<file path="config.mk">
export PLATFORM = sky130hd
export DESIGN_NAME = lccop_front_flat
export DESIGN_NICKNAME = d
export VERILOG_FILES = /design/src/design/load_cell_center_of_pressure_top_assert.svh /design/src/design/lccop_pkg.sv /design/src/design/lccop_if.sv /design/src/design/lccop_front.sv /design/src/flat_wrapper.sv
export SDC_FILE = /design/constraint.sdc
export NUM_CORES = 1
export LEC_CHECK = 0
export ABC_AREA = 1
export BUFFER_PORTS_ARGS = -buffer_cell sky130_fd_sc_hd__buf_4
export CELL_PAD_IN_SITES_DETAIL_PLACEMENT = 1
export CELL_PAD_IN_SITES_GLOBAL_PLACEMENT = 1
export CORE_MARGIN = 8
export CORE_UTILIZATION = 35
export CTS_CLUSTER_DIAMETER = 150
export DETAILED_ROUTE_END_ITERATION = 6
export PLACE_DENSITY = 0.73
export SYNTH_ARGS = -nofsm -noshare
export SYNTH_HDL_FRONTEND = slang
export SYNTH_SLANG_ARGS = --single-unit
export TNS_END_PERCENT = 10
</file>
<file path="constraint.sdc">
create_clock -name clk -period 4.7 [get_ports clk]
set_input_delay 0.705 -clock clk [delete_from_list [all_inputs] [get_ports clk]]
set_output_delay 0.705 -clock clk [all_outputs]
set_load 0.01 [all_outputs]
</file>
<file path="src/design/load_cell_center_of_pressure_top_assert.svh">
// Assertion macros for the center-of-pressure top level
`ifndef LOAD_CELL_CENTER_OF_PRESSURE_TOP_ASSERT_SVH
`define LOAD_CELL_CENTER_OF_PRESSURE_TOP_ASSERT_SVH

// same-cycle implication, clocked on clk, off while in reset
`define LCCOP_AST_NOW(label, ante, cons, msg) \
	label: assert property (@(posedge clk) disable iff (!arst_n) (ante) |-> (cons)) \
		else $error(msg);

// next-cycle implication, clocked on clk, off while in reset
`define LCCOP_AST_NEXT(label, ante, cons, msg) \
	label: assert property (@(posedge clk) disable iff (!arst_n) (ante) |=> (cons)) \
		else $error(msg);

`endif

</file>
<file path="src/design/lccop_pkg.sv">
// Shared types and constants for the center-of-pressure block
`timescale 1ns / 1ps

package lccop_pkg;

	localparam int QDEPTH = 4;
	localparam int QPTR_W = $clog2(QDEPTH);
	localparam int CNT_W  = QPTR_W + 1;

	localparam int DIV_STEPS = 15;
	localparam int DCNT_W    = $clog2(DIV_STEPS);

	localparam logic [1:0] CELL_FIRST = 2'd0;
	localparam logic [1:0] CELL_LAST  = 2'd3;
	localparam logic [2:0] LAST_NONE  = 3'd7;

	localparam logic [14:0] POS_LIMIT = 15'h7FFF;

	// register indexes
	localparam logic [2:0] REG_GAIN0 = 3'd0;
	localparam logic [2:0] REG_GAIN1 = 3'd1;
	localparam logic [2:0] REG_GAIN2 = 3'd2;
	localparam logic [2:0] REG_GAIN3 = 3'd3;
	localparam logic [2:0] REG_BAND  = 3'd4;
	localparam logic [2:0] REG_PITCH = 3'd5;

	localparam logic [31:0] GAIN0_RST = 32'd10371944;
	localparam logic [31:0] GAIN1_RST = 32'd10785286;
	localparam logic [31:0] GAIN2_RST = 32'd10158634;
	localparam logic [31:0] GAIN3_RST = 32'd10239397;
	localparam logic [15:0] BAND_RST  = 16'd768;
	localparam logic [7:0]  PITCH_RST = 8'd48;

	typedef struct packed {
		logic [3:0][31:0] gain;
		logic [15:0]      band;
		logic [7:0]       pitch;
	} cfg_t;

	// one in-order sample handed from front to back
	typedef struct packed {
		logic [1:0]         cell_sel;
		logic signed [31:0] delta;
		logic               emit;
	} cmd_t;

	typedef struct packed {
		logic full;
		logic empty;
	} q_status_t;

	typedef struct packed {
		logic               start;
		logic signed [50:0] numer;
		logic signed [41:0] denom;
	} div_req_t;

	typedef struct packed {
		logic               idle;
		logic               done;
		logic signed [15:0] quot;
	} div_rsp_t;

endpackage

</file>
<file path="src/design/lccop_if.sv">
// Sample and result channel interfaces
`timescale 1ns / 1ps

interface lccop_sample_if;
	logic               valid;
	logic               ready;
	logic [1:0]         cell_index;
	logic signed [30:0] ratio_sample;

	modport source (output valid, cell_index, ratio_sample, input ready);
	modport sink (input valid, cell_index, ratio_sample, output ready);
endinterface


</file>
<file path="src/design/lccop_front.sv">
// Front end: sequence check, tare capture and delta
`timescale 1ns / 1ps

module lccop_front (
	input  logic            clk,
	input  logic            arst_n,
	lccop_sample_if.sink    sample,
	input  logic            q_full,
	output logic            q_push,
	output lccop_pkg::cmd_t q_cmd
);

	logic signed [31:0] tare_q [4];
	logic [2:0]         last_cell_q;
	logic               locked_q;

	logic               accept;
	logic               in_order;
	logic [2:0]         next_cell;
	logic signed [31:0] smp;

	assign sample.ready = !q_full;
	assign accept       = sample.valid && !q_full;
	assign smp          = 32'(sample.ratio_sample);
	assign next_cell    = last_cell_q + 3'd1;
	// "none seen" wraps to zero, so it matches no cell above zero
	assign in_order     = (sample.cell_index == lccop_pkg::CELL_FIRST) ||
	                      ({1'b0, sample.cell_index} == next_cell);

	assign q_push         = accept && in_order;
	assign q_cmd.cell_sel = sample.cell_index;
	// before lock the tare takes the sample, so the delta is zero
	assign q_cmd.delta    = locked_q ? (smp - tare_q[sample.cell_index]) : '0;
	assign q_cmd.emit     = (sample.cell_index == lccop_pkg::CELL_LAST);

	always_ff @(posedge clk or negedge arst_n) begin
		if (!arst_n) begin
			last_cell_q <= lccop_pkg::LAST_NONE;
			locked_q    <= 1'b0;
			for (int i = 0; i < 4; i++) begin
				tare_q[i] <= '0;
			end
		end else if (accept) begin
			last_cell_q <= {1'b0, sample.cell_index};
			if (in_order) begin
				if (!locked_q) begin
					tare_q[sample.cell_index] <= smp;
				end
				if (sample.cell_index == lccop_pkg::CELL_LAST) begin
					locked_q <= 1'b1;
				end
			end
		end
	end

endmodule

</file>
<file path="src/flat_wrapper.sv">
// flat-port wrapper written by rule: the top's interface ports become plain ports
module lccop_front_flat 
  (clk, arst_n, q_full, q_push, q_cmd, sample_valid, sample_cell_index, sample_ratio_sample, sample_ready);
  lccop_sample_if sample_i ();
  input  logic clk;
  input  logic arst_n;
  input  logic q_full;
  output logic q_push;
  output lccop_pkg::cmd_t q_cmd;
  input wire logic [$bits(sample_i.valid)-1:0] sample_valid;
  input wire logic [$bits(sample_i.cell_index)-1:0] sample_cell_index;
  input wire logic [$bits(sample_i.ratio_sample)-1:0] sample_ratio_sample;
  output wire logic [$bits(sample_i.ready)-1:0] sample_ready;
  assign sample_i.valid = sample_valid;
  assign sample_i.cell_index = sample_cell_index;
  assign sample_i.ratio_sample = sample_ratio_sample;
  assign sample_ready = sample_i.ready;
  lccop_front u_core (.clk(clk), .arst_n(arst_n), .sample(sample_i), .q_full(q_full), .q_push(q_push), .q_cmd(q_cmd));
endmodule
</file>
Word level (Yosys, flattened, before mapping)
Index checks and enable logic that the tools add are counted.

cells by class
  add/sub/neg operators = 2
  multipliers = 0
  div/mod/pow operators = 0
  $lt $le $gt $ge = 2
  eq/ne operators = 2
  shifts and indexed selects = 0
  mux-type cells = 7
  bitwise operators = 2
  reduce and logical (&&, ||, !) cells = 8

operator list
  cell                                                         number
  bitwise mux 128 bit                                          1
  two-way mux 32 bit                                           4
  binary-select mux 32 bit (select 2 bit)                      1
  demux 32 bit (select 2 bit)                                  1
  subtractor 32 bit                                            1
  AND reduction 3 bit                                          2
  adder 3 x 1 -> 3 bit (second input constant)                 1
  == test 2 x 3 -> 1 bit                                       1
  >= comparator 3 bit (second input constant)                  1
  logical AND 1 bit                                            3
  less-than comparator 3 x 1 -> 1 bit (second input constant)  1
  NOT 2 -> 3 bit                                               1
  == test 2 bit (second input constant)                        1
  zero test 2 bit                                              1
  zero test 1 bit                                              1
  logical OR 1 bit                                             1
  NOT 1 bit                                                    1

word-level totals
  register bits after elaboration = 132
  latch bits = 0
  memory bits (writable) = 0
  memory bits (read-only) = 0
  input port bits = 37
  memories kept = 0

Longest topological paths before layout
  depth in word-level cells = 6
  mapped depth = 19
  depth with buffers taken out = 19

Least setup slack after synthesis
Ideal clock, no wire load.

  kind = input to output
  start point = input sample_cell_index[0]
  end point = output q_cmd[32] in the netlist's numbering
  arrival = 2.815 ns
  path slack = 1.180 ns
  cell stages on the path = 16
  path buffers = 1
  cell sequence = inv_1 -> or2_1 -> inv_2 -> clkbuf_1 -> a22o_1 -> a221oi_1 -> ha_1 -> nand2_1 -> inv_1 -> nand2_1 -> nor3_1 -> and2_1 -> nand2_1 -> nand3_1 -> nand2_1 -> nor2_1

RTL lines
  what             line                RTL
  start, declared  flat_wrapper.sv:11  input wire logic [$bits(sample_i.cell_index)-1:0] sample_cell_index;
  end, declared    flat_wrapper.sv:9   output lccop_pkg::cmd_t q_cmd;

==> results.ini <==
[timing]
fin_crit_sh_pct=91.8
finalSetupViolCount=0
tightest_slew_ns=1.00
clock_skew_ns=0.00640
finalHoldViolations=0
fmax_mhz=232
fin_crit_ns=4.32
final_max_slew_viol_count=0
relSlewSlack_pct=33.1
tns_ns=0
rsz0062_at_grt=false

[cts]
cts.path.max_buffers=2
clk_latency_ns=0.42
path_clk_slew_ns=0.05
root_buffer=clkbuf_16
postCtsHoldBufs=0
cts-buffers-inserted=17
cts_resized=0
cts_sinks=128
cts_tree=built
h-tree-depth=4
cts_setup_buffers=0

[routing]
met1_length_um=12800
wl_per_cell_um=17.7
drt_pass1_iterations=5
drcViolationCount=0
via_count=7481
wl_met3_um=908
ant_nets=0
viasPerCell=5.17
totalWireLength_um=25700
wl_met2_um=11600
highest_layer=met4
initialDrtViolationCount=480

[critical_path]
cp_max_fo=32
start_kind=input port
r2r_slack_ns=2.04
r2r_cells=7
cp.required_ns=3.99
worst_setup_path_end_kind=output pin
cp.arrival_ns=3.61
crit_type=in2out

[floorplanning]
pin_count=74
row_count=55
die_area_mm2=0.0278
fp.dieH_um=167
core_area_mm2=0.0224
start_util_pct=35.4
fp.dieW_um=167

[yosys]
async_reset_ff_share_pct=100
syn-num-nets=1168
yosys-top-cells-count=nand2_1, inv_1, o21ai_1
synth_top_area_share_pct=39.4
yosysWarnings=0
yosysSeqAreaShare_pct=40.3
synth_area_mm2=0.00795
synthCells=1090
synth_edf_count=0
yosysMostFrequentCell=nand2_1
synth_area_leaders=dfrtp_1, nand2_1, o21ai_1
ys_ff_latch=128
synth_largest_area_cell=dfrtp_1
synthDistinctLibCells=31
syn-mean-instance-area_um2=7.29
synth_ff_type=dfrtp_1

[grt]
grt_usage_pct=18.8
grt_pass1_wl_um=42100
antenna_found_initial=0
overflow=0
grt_pass1_vias=7788
grt_max_degree=63

[hold_path]
hold_path_class=in2async

[final_layout]
area_growth_syn_to_layout_pct=17.1
num_antenna_cells=0
nets=1229
final_layout_size_suffix_gt1_share_pct=10.8
fillCellCount=2831

[run]
maxCapViolCount=0

[placement]
dp_hpwl_um=19100
gp_congestion=0.884
io_buffers=73

[status]
run_status=finished, final reports clean

[power]
power.leakage_nw=4.89
power_mw=2.76
ir_worst_vdd_mv=0.224
power_density_mw_per_mm2=296

## cell families after synthesis
| logic type | Yosys count | synth area share [%] |
|---|---|---|
| AOI/OAI and AO/OA | 239 | 18.2 |
| xor gates and xnor gates | 8 | 0.882 |
| adders and majority gates | 41 | 6.55 |
| buffers and inverters | 198 | 9.82 |
| DFF | 128 | 40.3 |
| and+or+nand+nor | 476 | 24.2 |
## metal layers
metal	global-route usage (%)	vias to the layer above
met3	2.93	26
met4	5.56	0
met1	26.0	3650
met2	29.8	152
li1	-	3653
met5	0	-
## where the power goes
group	internal [mW]	switching, mW	leakage [nW]
Combinational	0.136	0.252	2.83
Sequential	1.11	0.00159	1.77
Clock	0.802	0.457	0.281
## critical path, stage by stage
cell and delay, ns:
buf_4 0.12, inv_1 0.06, or2_1 0.21, inv_2 0.55, a22o_1 0.24, a221oi_1 0.06
ha_1 0.40, nand2_1 0.14, nor2_1 0.21, and2_1 0.16, nand2_1 0.05, nand3_1 0.16
nand2_1 0.13, nand3_1 0.10, nand2_1 0.05, nor2_1 0.12, buf_4 0.13
## sequential cells by signal, summed over array words and instances, names as in the netlist
register / flops
u_core.locked_q: 1
u_core.tare_q: 124
u_core.last_cell_q: 3
## cell type report
class	count	area (µm²)	share of cell area, %
Clock inverter	5	52.6	0.565
Clock buffer	25	515	5.54
Inverter	157	589	6.33
Tap cell	285	357	3.83
Multi-Input combinational cell	764	3960	42.6
Sequential cell	128	3210	34.5
Timing Repair Buffer	83	623	6.70
## layout by cell type, fill, tap and decap left out, types with 2 or more instances in the layout
cell,instances
a22oi_1,2
nand4_1,5
clkbuf_16,17
a221oi_1,29
xnor2_1,7
inv_1,146
and3_1,2
o21bai_1,3
dfrtp_1,125
nand3_1,29
nand3_4,4
clkbuf_1,2
clkbuf_8,6
buf_4,83
inv_2,6
clkinv_1,5
and2_1,7
o21ai_0,9
a22o_1,30
clkinv_2,3
nor2_1,62
dfstp_2,3
nand2_1,359
nor3_1,6
o21ai_1,127
ha_1,40
a21oi_1,37
## metrics by stage
step / cell area, µm² / utilization, % / cells / setup WS (ns) / hold WS [ns]
after floorplan: 7950 / - / 1090 / 1.18 / 0.409
after global placement: 8740 / 38.9 / 1417 / 0.395 / 0.440
after detailed placement: 8740 / 38.9 / 1417 / 0.386 / 0.441
after CTS: 9300 / 41.5 / 1447 / 0.338 / 0.340
after global routing: 9300 / 41.5 / 1447 / 0.110 / 0.371
final: 9300 / 41.5 / 1447 / 0.384 / 0.317
## path summary, 6_finish.rpt
path,start,endpoint
worst max-delay path,sample_cell_index[0],q_cmd[29]
worst min-delay path,arst_n,u_core.tare_q[32]
worst max register to register,u_core.last_cell_q[0],u_core.tare_q[56]
worst min register to register,u_core.last_cell_q[2],u_core.last_cell_q[2]
max in group asynchronous,arst_n,u_core.tare_q[88]
min in group clk,u_core.last_cell_q[2],u_core.last_cell_q[2]
(Power assumes the default switching activity.)
