### src/design/load_cell_center_of_pressure_top_assert.svh
// Assertion macros for the center-of-pressure top level
`ifndef LOAD_CELL_CENTER_OF_PRESSURE_TOP_ASSERT_SVH
`define LOAD_CELL_CENTER_OF_PRESSURE_TOP_ASSERT_SVH

// same-cycle implication, clocked on clk, off while in reset
`define LCCOP_AST_NOW(label, ante, cons, msg) \
	label: assert property (@(posedge clk) disable iff (!arst_n) (ante) |-> (cons)) \
		else $error(msg);

// next-cycle implication, clocked on clk, off while in reset
`define LCCOP_AST_NEXT(label, ante, cons, msg) \
	label: assert property (@(posedge clk) disable iff (!arst_n) (ante) |=> (cons)) \
		else $error(msg);

`endif

### src/design/lccop_pkg.sv
// Shared types and constants for the center-of-pressure block
`timescale 1ns / 1ps

package lccop_pkg;

	localparam int QDEPTH = 4;
	localparam int QPTR_W = $clog2(QDEPTH);
	localparam int CNT_W  = QPTR_W + 1;

	localparam int DIV_STEPS = 15;
	localparam int DCNT_W    = $clog2(DIV_STEPS);

	localparam logic [1:0] CELL_FIRST = 2'd0;
	localparam logic [1:0] CELL_LAST  = 2'd3;
	localparam logic [2:0] LAST_NONE  = 3'd7;

	localparam logic [14:0] POS_LIMIT = 15'h7FFF;

	// register indexes
	localparam logic [2:0] REG_GAIN0 = 3'd0;
	localparam logic [2:0] REG_GAIN1 = 3'd1;
	localparam logic [2:0] REG_GAIN2 = 3'd2;
	localparam logic [2:0] REG_GAIN3 = 3'd3;
	localparam logic [2:0] REG_BAND  = 3'd4;
	localparam logic [2:0] REG_PITCH = 3'd5;

	localparam logic [31:0] GAIN0_RST = 32'd10371944;
	localparam logic [31:0] GAIN1_RST = 32'd10785286;
	localparam logic [31:0] GAIN2_RST = 32'd10158634;
	localparam logic [31:0] GAIN3_RST = 32'd10239397;
	localparam logic [15:0] BAND_RST  = 16'd768;
	localparam logic [7:0]  PITCH_RST = 8'd48;

	typedef struct packed {
		logic [3:0][31:0] gain;
		logic [15:0]      band;
		logic [7:0]       pitch;
	} cfg_t;

	// one in-order sample handed from front to back
	typedef struct packed {
		logic [1:0]         cell_sel;
		logic signed [31:0] delta;
		logic               emit;
	} cmd_t;

	typedef struct packed {
		logic full;
		logic empty;
	} q_status_t;

	typedef struct packed {
		logic               start;
		logic signed [50:0] numer;
		logic signed [41:0] denom;
	} div_req_t;

	typedef struct packed {
		logic               idle;
		logic               done;
		logic signed [15:0] quot;
	} div_rsp_t;

endpackage

### src/design/lccop_div.sv
// Serial signed divider with saturation to +/-32767
`timescale 1ns / 1ps

module lccop_div (
	input  logic                 clk,
	input  logic                 arst_n,
	input  lccop_pkg::div_req_t  req,
	output lccop_pkg::div_rsp_t  rsp
);

	localparam logic [1:0] D_IDLE  = 2'd0;
	localparam logic [1:0] D_CHECK = 2'd1;
	localparam logic [1:0] D_RUN   = 2'd2;
	localparam logic [1:0] D_DONE  = 2'd3;

	logic [1:0]                    state_q;
	logic [50:0]                   rem_q;
	logic [41:0]                   den_q;
	logic [55:0]                   dsh_q;
	logic [14:0]                   quo_q;
	logic [lccop_pkg::DCNT_W-1:0]  cnt_q;
	logic                          neg_q;
	logic                          sat_q;

	logic [50:0] abs_n;
	logic [41:0] abs_d;
	logic        ge;
	logic [14:0] mag;

	assign abs_n = req.numer[50] ? 51'(-req.numer) : 51'(req.numer);
	assign abs_d = req.denom[41] ? 42'(-req.denom) : 42'(req.denom);
	assign ge    = ({5'b0, rem_q} >= dsh_q);
	assign mag   = sat_q ? lccop_pkg::POS_LIMIT : quo_q;

	assign rsp.idle = (state_q == D_IDLE);
	assign rsp.done = (state_q == D_DONE);
	assign rsp.quot = neg_q ? -$signed({1'b0, mag}) : $signed({1'b0, mag});

	always_ff @(posedge clk) begin
		case (state_q)
			D_IDLE: begin
				if (req.start) begin
					rem_q <= abs_n;
					den_q <= abs_d;
					neg_q <= req.numer[50] ^ req.denom[41];
				end
			end
			D_CHECK: begin
				// quotient of 2^15 or more saturates
				sat_q <= ({6'b0, rem_q[50:15]} >= den_q);
				dsh_q <= {den_q, 14'b0};
				quo_q <= '0;
			end
			D_RUN: begin
				if (ge) begin
					rem_q <= rem_q - dsh_q[50:0];
				end
				quo_q <= {quo_q[13:0], ge};
				dsh_q <= dsh_q >> 1;
			end
			default: begin
			end
		endcase
	end

	always_ff @(posedge clk or negedge arst_n) begin
		if (!arst_n) begin
			state_q <= D_IDLE;
			cnt_q   <= '0;
		end else begin
			case (state_q)
				D_IDLE: begin
					if (req.start) begin
						state_q <= D_CHECK;
					end
				end
				D_CHECK: begin
					cnt_q   <= lccop_pkg::DCNT_W'(lccop_pkg::DIV_STEPS - 1);
					state_q <= ({6'b0, rem_q[50:15]} >= den_q) ? D_DONE : D_RUN;
				end
				D_RUN: begin
					cnt_q <= cnt_q - 1'b1;
					if (cnt_q == '0) begin
						state_q <= D_DONE;
					end
				end
				default: state_q <= D_IDLE;
			endcase
		end
	end

endmodule

### config.mk
export PLATFORM = sky130hd
export DESIGN_NAME = lccop_div
export DESIGN_NICKNAME = d
export VERILOG_FILES = /design/src/design/load_cell_center_of_pressure_top_assert.svh /design/src/design/lccop_pkg.sv /design/src/design/lccop_div.sv
export SDC_FILE = /design/constraint.sdc
export NUM_CORES = 1
export LEC_CHECK = 0
export ABC_CLOCK_PERIOD_IN_PS = 8900
export BUFFER_PORTS_ARGS = -buffer_cell sky130_fd_sc_hd__buf_2
export CORE_MARGIN = 3
export CORE_UTILIZATION = 25
export DETAILED_ROUTE_END_ITERATION = 10
export HOLD_SLACK_MARGIN = 0.05
export SYNTH_ARGS = -nofsm -noshare
export SYNTH_HDL_FRONTEND = slang
export SYNTH_SLANG_ARGS = --single-unit
export TNS_END_PERCENT = 1
### constraint.sdc
create_clock -name clk -period 8.9 [get_ports clk]
set_input_delay 1.78 -clock clk [delete_from_list [all_inputs] [get_ports clk]]
set_output_delay 1.78 -clock clk [all_outputs]
set_load 0.05 [all_outputs]
Word-level counts from Yosys, hierarchy flattened
Index checks and enable logic that the tools add are counted. Widths: inputs -> output; s select.

Bitwise gates (word level): 1. Multiplexer cells: 14. Add/subtract/negate cells: 5. Equality and inequality tests: 6. Reductions and logical operators: 7. Magnitude comparators: 2. Multipliers: 0. Divide/modulo/power cells: 0. Shift-type cells: 0.

Operators by type and width (number): $mux 51 (3); $pmux 56 s2 (1); $pmux 51 s2 (1); $ge 51x56->1 (1); $neg 51->51 (1); $sub 51x51->51 (1); $ge 36x42->1 (1); $neg 42->42 (1); $mux 41 (1); $pmux 15 s2 (1); $mux 16 (1); $neg 15->16 (1); $mux 15 (1); $pmux 4 s2 (1); $ne 2x2->1 const B (3); $pmux 2 s3 (1); $eq 2x2->1 const B (2); $logic_not 4->1 (1); $mux 2 (2); $reduce_and 2->1 (2); $reduce_bool 2->1 (2); $sub 4x1->4 const B (1); $reduce_and 3->1 (1); $eq 2x1->1 const B (1); other kinds (3) (3).

Bits in writable memories: 0. ROM bits: 0. Memories: 0. Flip-flop bits (word level): 172. Latch bits: 0. Word-level logic and storage cells: 44. Input port bits: 96.

Depth between registers and ports, before layout
Gate-level depths: netlist of the first run.

Depth in word-level cells: 4. Mapped depth: 13.

Worst setup path after synthesis of the first run
OpenSTA, ideal clock, no wires.

Path type: input port to flip-flop. Start: in req[93] (netlist name). End: reg rem_q[0], enable pin. Cell stages on the path: 2. Arrival: 4352 ps. Slack: 4075 ps. Path buffers: 0. Cell sequence: nand2_1 -> o211ai_1.

Word-level cells in the longest chain between the ends: 2.

RTL lines: from (decl) (RTL line lccop_div.sv:7) `input lccop_pkg::div_req_t req,`; $ne 2x2->1 (no line); $reduce_and 3->1 (no line); to (signal assigned) (RTL line lccop_div.sv:43) `rem_q <= abs_n;`; to (signal assigned) (RTL line lccop_div.sv:56) `rem_q <= rem_q - dsh_q[50:0];`; to (decl) (RTL line lccop_div.sv:17) `logic [50:0] rem_q;`.

No other way between the ends. A chain may end at the register's enable or synchronous reset.

==> results.txt, run 1 <==
----------------------------------------------------
[Synthesis]
  Number of enable flip-flop cells after synthesis ... 166
  Most used flip-flop cell after synthesis ... sky130_fd_sc_hd__edfxtp_1
  Yosys warnings ... 0
  Part of the Yosys area used for sequential elements ... 0.4000
  Instance count of the mapped netlist ... 1,392
  Distinct cells, synth ... 73
  Total nets after synthesis ... 1,584
  Synth Area per Inst ... 9.221 um2
  Post-synthesis cell area ... 12,840 um2
  Async set-or-reset flop fraction in the synthesized netlist ... 0.03488
  FF+latch count, synth ... 172

[Route]
  Via Count ... 10,610
  Detail Route Antenna Nets ... 0
  Total detailed-routing wirelength ... 36,170 um
  1st-iter DRT viols ... 903
  Final routed wire length divided by cell count ... 16.67 um
  Count of unresolved DRC violations after routing ... 0
  Drt via density ... 4.888
  DRT Pass-1 Iters ... 5

[Worst setup path]
  Category of cells accounting for the largest share of critical-path delay ... compound AO/OA/AOI/OAI gates
  Worst Path Required ... 7120 ps
  Critical Path AT ... 3410 ps
  Setup crit end kind ... output pin
  CP bufs+invs ... 2
  Type of the worst setup path ... flop to output pin
  Slowest CP cell ... sky130_fd_sc_hd__o41ai_1
  CP Launch Type ... flop
  Maximum net fanout on the critical path ... 25
  Series of cell instances along the critical path ... or2_2, inv_1, ha_1, nand2b_1, o41ai_1, nand2_1, xnor2_1, buf_2
  CP max stage delay ... 770 ps

[Clock network]
  Clock-pin transition on the worst setup and hold timing paths ... 70 ps
  Number of clock sinks seen by CTS ... 172
  TritonCTS clock tree ... yes
  Number of buffers inserted for hold repair after clock tree synthesis ... 0
  Cell at the root of the clock tree ... sky130_fd_sc_hd__clkbuf_16
  Post-CTS Setup Inserts ... 0
  Number of buffers created by CTS ... 17
  Worst-case clock buffer depth ... 2
  # resized after CTS ... 0
  Latest clock arrival within the worst-skew pair ... 450 ps
  Deepest level of the CTS H-tree ... 4

[Status]
  Result of the run ... finished clean

[Placed design]
  Final HPWL from detailed placement ... 28,340 um
  GP Congestion ... 0.8797
  Count of buffers from port buffering ... 113

[Finish]
  Post-layout utilization of the core ... 0.2917
  Net total in the final layout ... 1,671
  Signed area change from the synthesized netlist to the final layout ... 14.71%
  Share of post-route cells with drive strength above 1 ... 0.1200

[Global routing]
  Antenna violations before repair ... 22
  Global-route wire length before repair ... 55,270 um
  Vias in the first global route ... 10,100
  Residual overflow from global routing ... 0
  GRT Resource Usage Total ... 0.1315
  Largest net degree at the start of global routing ... 90

[Pwr]
  P_leak ... 5.789 nW
  Final Total Pwr ... 5.442 mW
  Worst IR Drop VDD ... 0.1713 mV
  P per Cell Area ... 369.6 nW/um2

[STA]
  Number of setup violations in the final report ... 0
  Final hold violation count ... 0
  Worst hold-check slack ... 490.7 ps
  Setup repair after global routing missed its margin ... no
  Setup Total Neg Slack ... 0 ps
  Worst slew margin relative to its limit ... 0.3002
  Transition time at the pin with the least slew margin ... 1050 ps
  Number of max-slew violations in the final report ... 0
  FMAX ... 0.1926 GHz
  Min Clock Period, post-route ... 5191 ps
  Final Skew ... 14.00 ps
  Final period util ... 0.5833

[Die]
  Core Region ... 50,480 um2
  Standard-cell rows ... 82
  Die X ... 232.6 um
  Full die area ... 54,100 um2
  Initial standard-cell utilization of the core ... 0.2543
  IO Count ... 114
  Die Y ... 232.6 um

[Worst hold path]
  Class of the tightest hold or removal check ... flop to flop

[Job]
  Number of max-cap violations ... 0

----------------------------------------------------
[worst paths after layout]
path	slack, ps	endpoint	start	cells past startpoint
max reg2reg	4710	rem_q[23]	dsh_q[0]	12
min reg2reg	490	cnt_q[3]	cnt_q[3]	1
max	3710	rsp[12]	sat_q	8
max in group asynchronous	7610	cnt_q[2]	arst_n	1
min	490	cnt_q[3]	cnt_q[3]	1
min in group asynchronous	1150	cnt_q[0]	arst_n	1
[cells by family after synthesis]
| group | count (synthesis) | share of synthesized area |
|---|---|---|
| simple gates | 405 | 0.1541 |
| mux | 11 | 0.009261 |
| fa+ha+maj | 96 | 0.09416 |
| compound gates | 396 | 0.1958 |
| buf+inv | 173 | 0.05176 |
| xor+xnor | 139 | 0.09484 |
| flops | 172 | 0.4000 |
[synthesized netlist by cell type, types with 13 or more instances]
cell type                  instances  share of area
sky130_fd_sc_hd__or3_1            18         0.0088
sky130_fd_sc_hd__nor2_1           92          0.027
sky130_fd_sc_hd__or4_1            13         0.0076
sky130_fd_sc_hd__nor2b_1          13         0.0063
sky130_fd_sc_hd__and2_1           15         0.0073
sky130_fd_sc_hd__ha_1             95          0.093
sky130_fd_sc_hd__a21oi_1         101          0.039
sky130_fd_sc_hd__inv_1           120          0.035
sky130_fd_sc_hd__nor3_1           21         0.0082
sky130_fd_sc_hd__o21bai_1         15         0.0088
sky130_fd_sc_hd__edfxtp_1        166           0.39
sky130_fd_sc_hd__o21ai_0         113          0.044
sky130_fd_sc_hd__xnor2_1         110          0.075
sky130_fd_sc_hd__clkbuf_1         43          0.013
sky130_fd_sc_hd__nand4_1          23          0.011
sky130_fd_sc_hd__o31ai_1          33          0.019
sky130_fd_sc_hd__xor2_1           29          0.020
sky130_fd_sc_hd__a21o_1           42          0.025
sky130_fd_sc_hd__nand2_1         143          0.042
sky130_fd_sc_hd__nand3_1          20         0.0078
[stage by stage]
stage               cells  cell area (um2)  worst slack [ps]
finish               2170            14720              3709
global route         2167            14720              3371
CTS                  2164            14710              3619
detailed placement   2132            14100              3889
global placement     2132            14100              3906
floorplan            1392            12840              4074
[where the power goes]
part           switching (mW)  internal, mW
clock                   0.328         0.469
combinational            1.95          1.10
sequential              0.186          1.41
total                    2.47          2.98
[metal layers]
metal	vias to the layer above	GRT usage	part of all wire	wire [um]
met4	34	0.04869	0.023	823
met5	-	0	0.0057	206
met1	4971	0.1768	0.47	16940
met3	75	0.03832	0.072	2595
li1	5243	-	-	-
met2	284	0.1997	0.43	15610
[final cells by class]
class / instances / area, um2
clock buffers: 21 / 440.4
fillers: 5334 / 35750
repair buffers: 120 / 618.1
inverters: 121 / 454.2
flip-flops and latches: 172 / 5135
clock inverters: 11 / 168.9
multi-input cells: 1047 / 7052
well taps: 672 / 840.8
diodes: 6 / 15.01
[placed cells by master (no fill, tap or decap), types with 15 or more instances in the layout]
cell type and n:
sky130_fd_sc_hd__nor2_1 92, sky130_fd_sc_hd__xor2_1 29, sky130_fd_sc_hd__edfxtp_1 166, sky130_fd_sc_hd__a21oi_1 101, sky130_fd_sc_hd__o31ai_1 33, sky130_fd_sc_hd__buf_2 113, sky130_fd_sc_hd__ha_1 93, sky130_fd_sc_hd__nand2_1 143
sky130_fd_sc_hd__nor3_1 21, sky130_fd_sc_hd__and2_1 15, sky130_fd_sc_hd__nand4_1 23, sky130_fd_sc_hd__inv_1 120, sky130_fd_sc_hd__a21o_1 42, sky130_fd_sc_hd__o21bai_1 15, sky130_fd_sc_hd__or3_1 18, sky130_fd_sc_hd__nand3_1 20
sky130_fd_sc_hd__clkbuf_16 17, sky130_fd_sc_hd__xnor2_1 110, sky130_fd_sc_hd__o21ai_0 113
[state kept, by name (all words and copies together) (netlist names)]
register	cells
rem_q	51
sat_q	1
cnt_q	4
quo_q	15
state_q	2
dsh_q	56
neg_q	1
den_q	42
No activity file was read; power rests on OpenSTA's default activity.
==> inputs of run 2 (changes only) <==
ABC_CLOCK_PERIOD_IN_PS = 4500   (was 8900)
clock period = 4.5 ns   (was 8.9 ns; I/O delays follow)
==> run 2 against run 1 <==
Net effect:
- global-route usage hardly changed
- routed wire length is 0.73% lower
- final area is 0.59% higher
- combinational power is 100% higher
- core utilization is 0.17 points higher
- total power is 99% higher
- clock power is 100% higher
==> results.txt, run 2 (synthesis results as in run 1) <==
----------------------------------------------------
[Route]
  DRT Pass-1 Iters ... 5
  Via Count ... 10,450
  Detail Route Antenna Nets ... 0
  Count of unresolved DRC violations after routing ... 0
  Drt via density ... 4.807
  Final routed wire length divided by cell count ... 16.52 um
  Total detailed-routing wirelength ... 35,910 um
  1st-iter DRT viols ... 710

[Clock network]
  Post-CTS Setup Inserts ... 0
  Clock-pin transition on the worst setup and hold timing paths ... 70 ps
  Cell at the root of the clock tree ... sky130_fd_sc_hd__clkbuf_16
  # resized after CTS ... 0
  Latest clock arrival within the worst-skew pair ... 450 ps
  Number of buffers inserted for hold repair after clock tree synthesis ... 0
  Worst-case clock buffer depth ... 2
  TritonCTS clock tree ... yes
  Number of buffers created by CTS ... 17
  Number of clock sinks seen by CTS ... 172
  Deepest level of the CTS H-tree ... 4

[Die]
  Full die area ... 54,100 um2
  Initial standard-cell utilization of the core ... 0.2543
  Core Region ... 50,480 um2
  Standard-cell rows ... 82
  IO Count ... 114
  Die Y ... 232.6 um
  Die X ... 232.6 um

[Pwr]
  Sw Ratio ... 0.4535
  Clock share of power ... 0.148
  P per Cell Area ... 732.4 nW/um2
  Internal power component ... 5.929 mW
  Register share of total power ... 0.288
  Part of the total power dissipated in combinational logic ... 0.564
  Switching component of the power ... 4.920 mW
  P_leak ... 5.842 nW
  Worst IR Drop VDD ... 0.3662 mV

[Global routing]
  GRT Resource Usage Total ... 0.1315
  Residual overflow from global routing ... 0
  Antenna violations before repair ... 21
  Largest net degree at the start of global routing ... 82
  Vias in the first global route ... 9,960
  Global-route wire length before repair ... 55,570 um

[Finish]
  Non-Filler Cell Area, Final ... 14,810 um2
  Most common cell after layout, fill and taps aside ... sky130_fd_sc_hd__edfxtp_1
  Number of flip-flops under the largest register name ... 56
  Signed area change from the synthesized netlist to the final layout ... 15.39%
  Largest reg by FF count ... dsh_q
  Most frequent cells in the layout ... sky130_fd_sc_hd__edfxtp_1, sky130_fd_sc_hd__nand2_1, sky130_fd_sc_hd__inv_1
  Net total in the final layout ... 1,677
  Share of post-route cells with drive strength above 1 ... 0.1268
  Biggest registers after layout ... dsh_q (56), rem_q (51), den_q (42)

[Placed design]
  GP Congestion ... 0.8823
  Count of buffers from port buffering ... 113
  Setup slack after placement ... 353.0 ps
  Standard cell area after detailed placement ... 14,170 um2
  Final HPWL from detailed placement ... 28,490 um

[STA]
  Setup repair after global routing missed its margin ... no
  Transition time at the pin with the least slew margin ... 984.4 ps
  Number of max-slew violations in the final report ... 0
  FMAX ... 0.2534 GHz
  Final Skew ... 12.40 ps
  Worst slew margin relative to its limit ... 0.3437
  Setup Total Neg Slack ... 0 ps
  Min Clock Period, post-route ... 3946 ps
  Final period util ... 0.8770
  Number of setup violations in the final report ... 0
  Setup slack after layout ... 553.6 ps
  Final hold violation count ... 0

[Worst setup path]
  Maximum net fanout on the critical path ... 25
  Internal reg-to-reg setup slack ... 570 ps
  Origin of the critical flop-to-flop path ... rem_q[0]
  CP Launch Type ... flop
  Worst Path Required ... 3600 ps
  Setup crit end kind ... output pin
  Critical Path AT ... 3050 ps
  Crit. Startpoint ... sat_q
  Type of the worst setup path ... flop to output pin

[Status]
  Result of the run ... finished clean

[Job]
  Number of max-cap violations ... 0

[Worst hold path]
  Class of the tightest hold or removal check ... input pin to async pin

----------------------------------------------------
-- run 2: power groups by stage --
| stage | clock [mW] | sequential [mW] | combinational (mW) |
|---|---|---|---|
| after floorplan | 0 | 3.05 | 4.64 |
| after global placement | 0 | 3.14 | 6.00 |
| after detailed placement | 0 | 3.15 | 6.07 |
| after CTS | 1.64 | 3.13 | 6.10 |
| after global routing | 1.70 | 3.20 | 6.82 |
| final | 1.61 | 3.13 | 6.11 |
-- run 2: per-stage QoR --
step | hold slack [ps] | cells | total power [mW] | utilization
after global routing | 255.7 | 2171 | 11.72 | 0.2933
final | 268.1 | 2173 | 10.85 | 0.2934
after floorplan | 451.6 | 1392 | 7.690 | -
after CTS | 246.7 | 2170 | 10.87 | 0.2933
after detailed placement | 508.5 | 2138 | 9.223 | 0.2807
after global placement | 479.9 | 2138 | 9.141 | 0.2807
-- run 2: routing by layer --
metal / GRT usage / vias up / part of all wire
li1: - / 5254 / -
met1: 0.1790 / 4860 / 0.48
met2: 0.2028 / 239 / 0.44
met3: 0.04028 / 61 / 0.067
met4: 0.03329 / 32 / 0.014
met5: 0 / - / 0.0049
-- run 2: final timing paths --
path | depth (start not counted) | end
max in group asynchronous | 1 | cnt_q[2]
min in group clk | 1 | cnt_q[3]
worst max-delay path | 9 | rsp[11]
worst min-delay path | 1 | cnt_q[0]
worst min register to register | 1 | cnt_q[3]
worst max register to register | 13 | rem_q[16]
-- run 2: worst max-delay path, cell delays in order, from the launching register on --
cell and delay (ps):
sky130_fd_sc_hd__edfxtp_1 390, sky130_fd_sc_hd__buf_4 230, sky130_fd_sc_hd__or2_2 330, sky130_fd_sc_hd__or3_1 390, sky130_fd_sc_hd__nor2_1 110, sky130_fd_sc_hd__nand2_1 120
sky130_fd_sc_hd__or3_1 350, sky130_fd_sc_hd__a21o_1 180, sky130_fd_sc_hd__a21oi_1 190, sky130_fd_sc_hd__buf_2 300
-- run 2: cell type report --
class,instances,area (um2)
inverters,121,454.2
flip-flops and latches,172,5135
repair buffers,126,688.2
clock inverters,15,209.0
multi-input cells,1047,7052
well taps,672,840.8
diodes,3,7.507
clock buffers,17,425.4
fillers,5369,35670
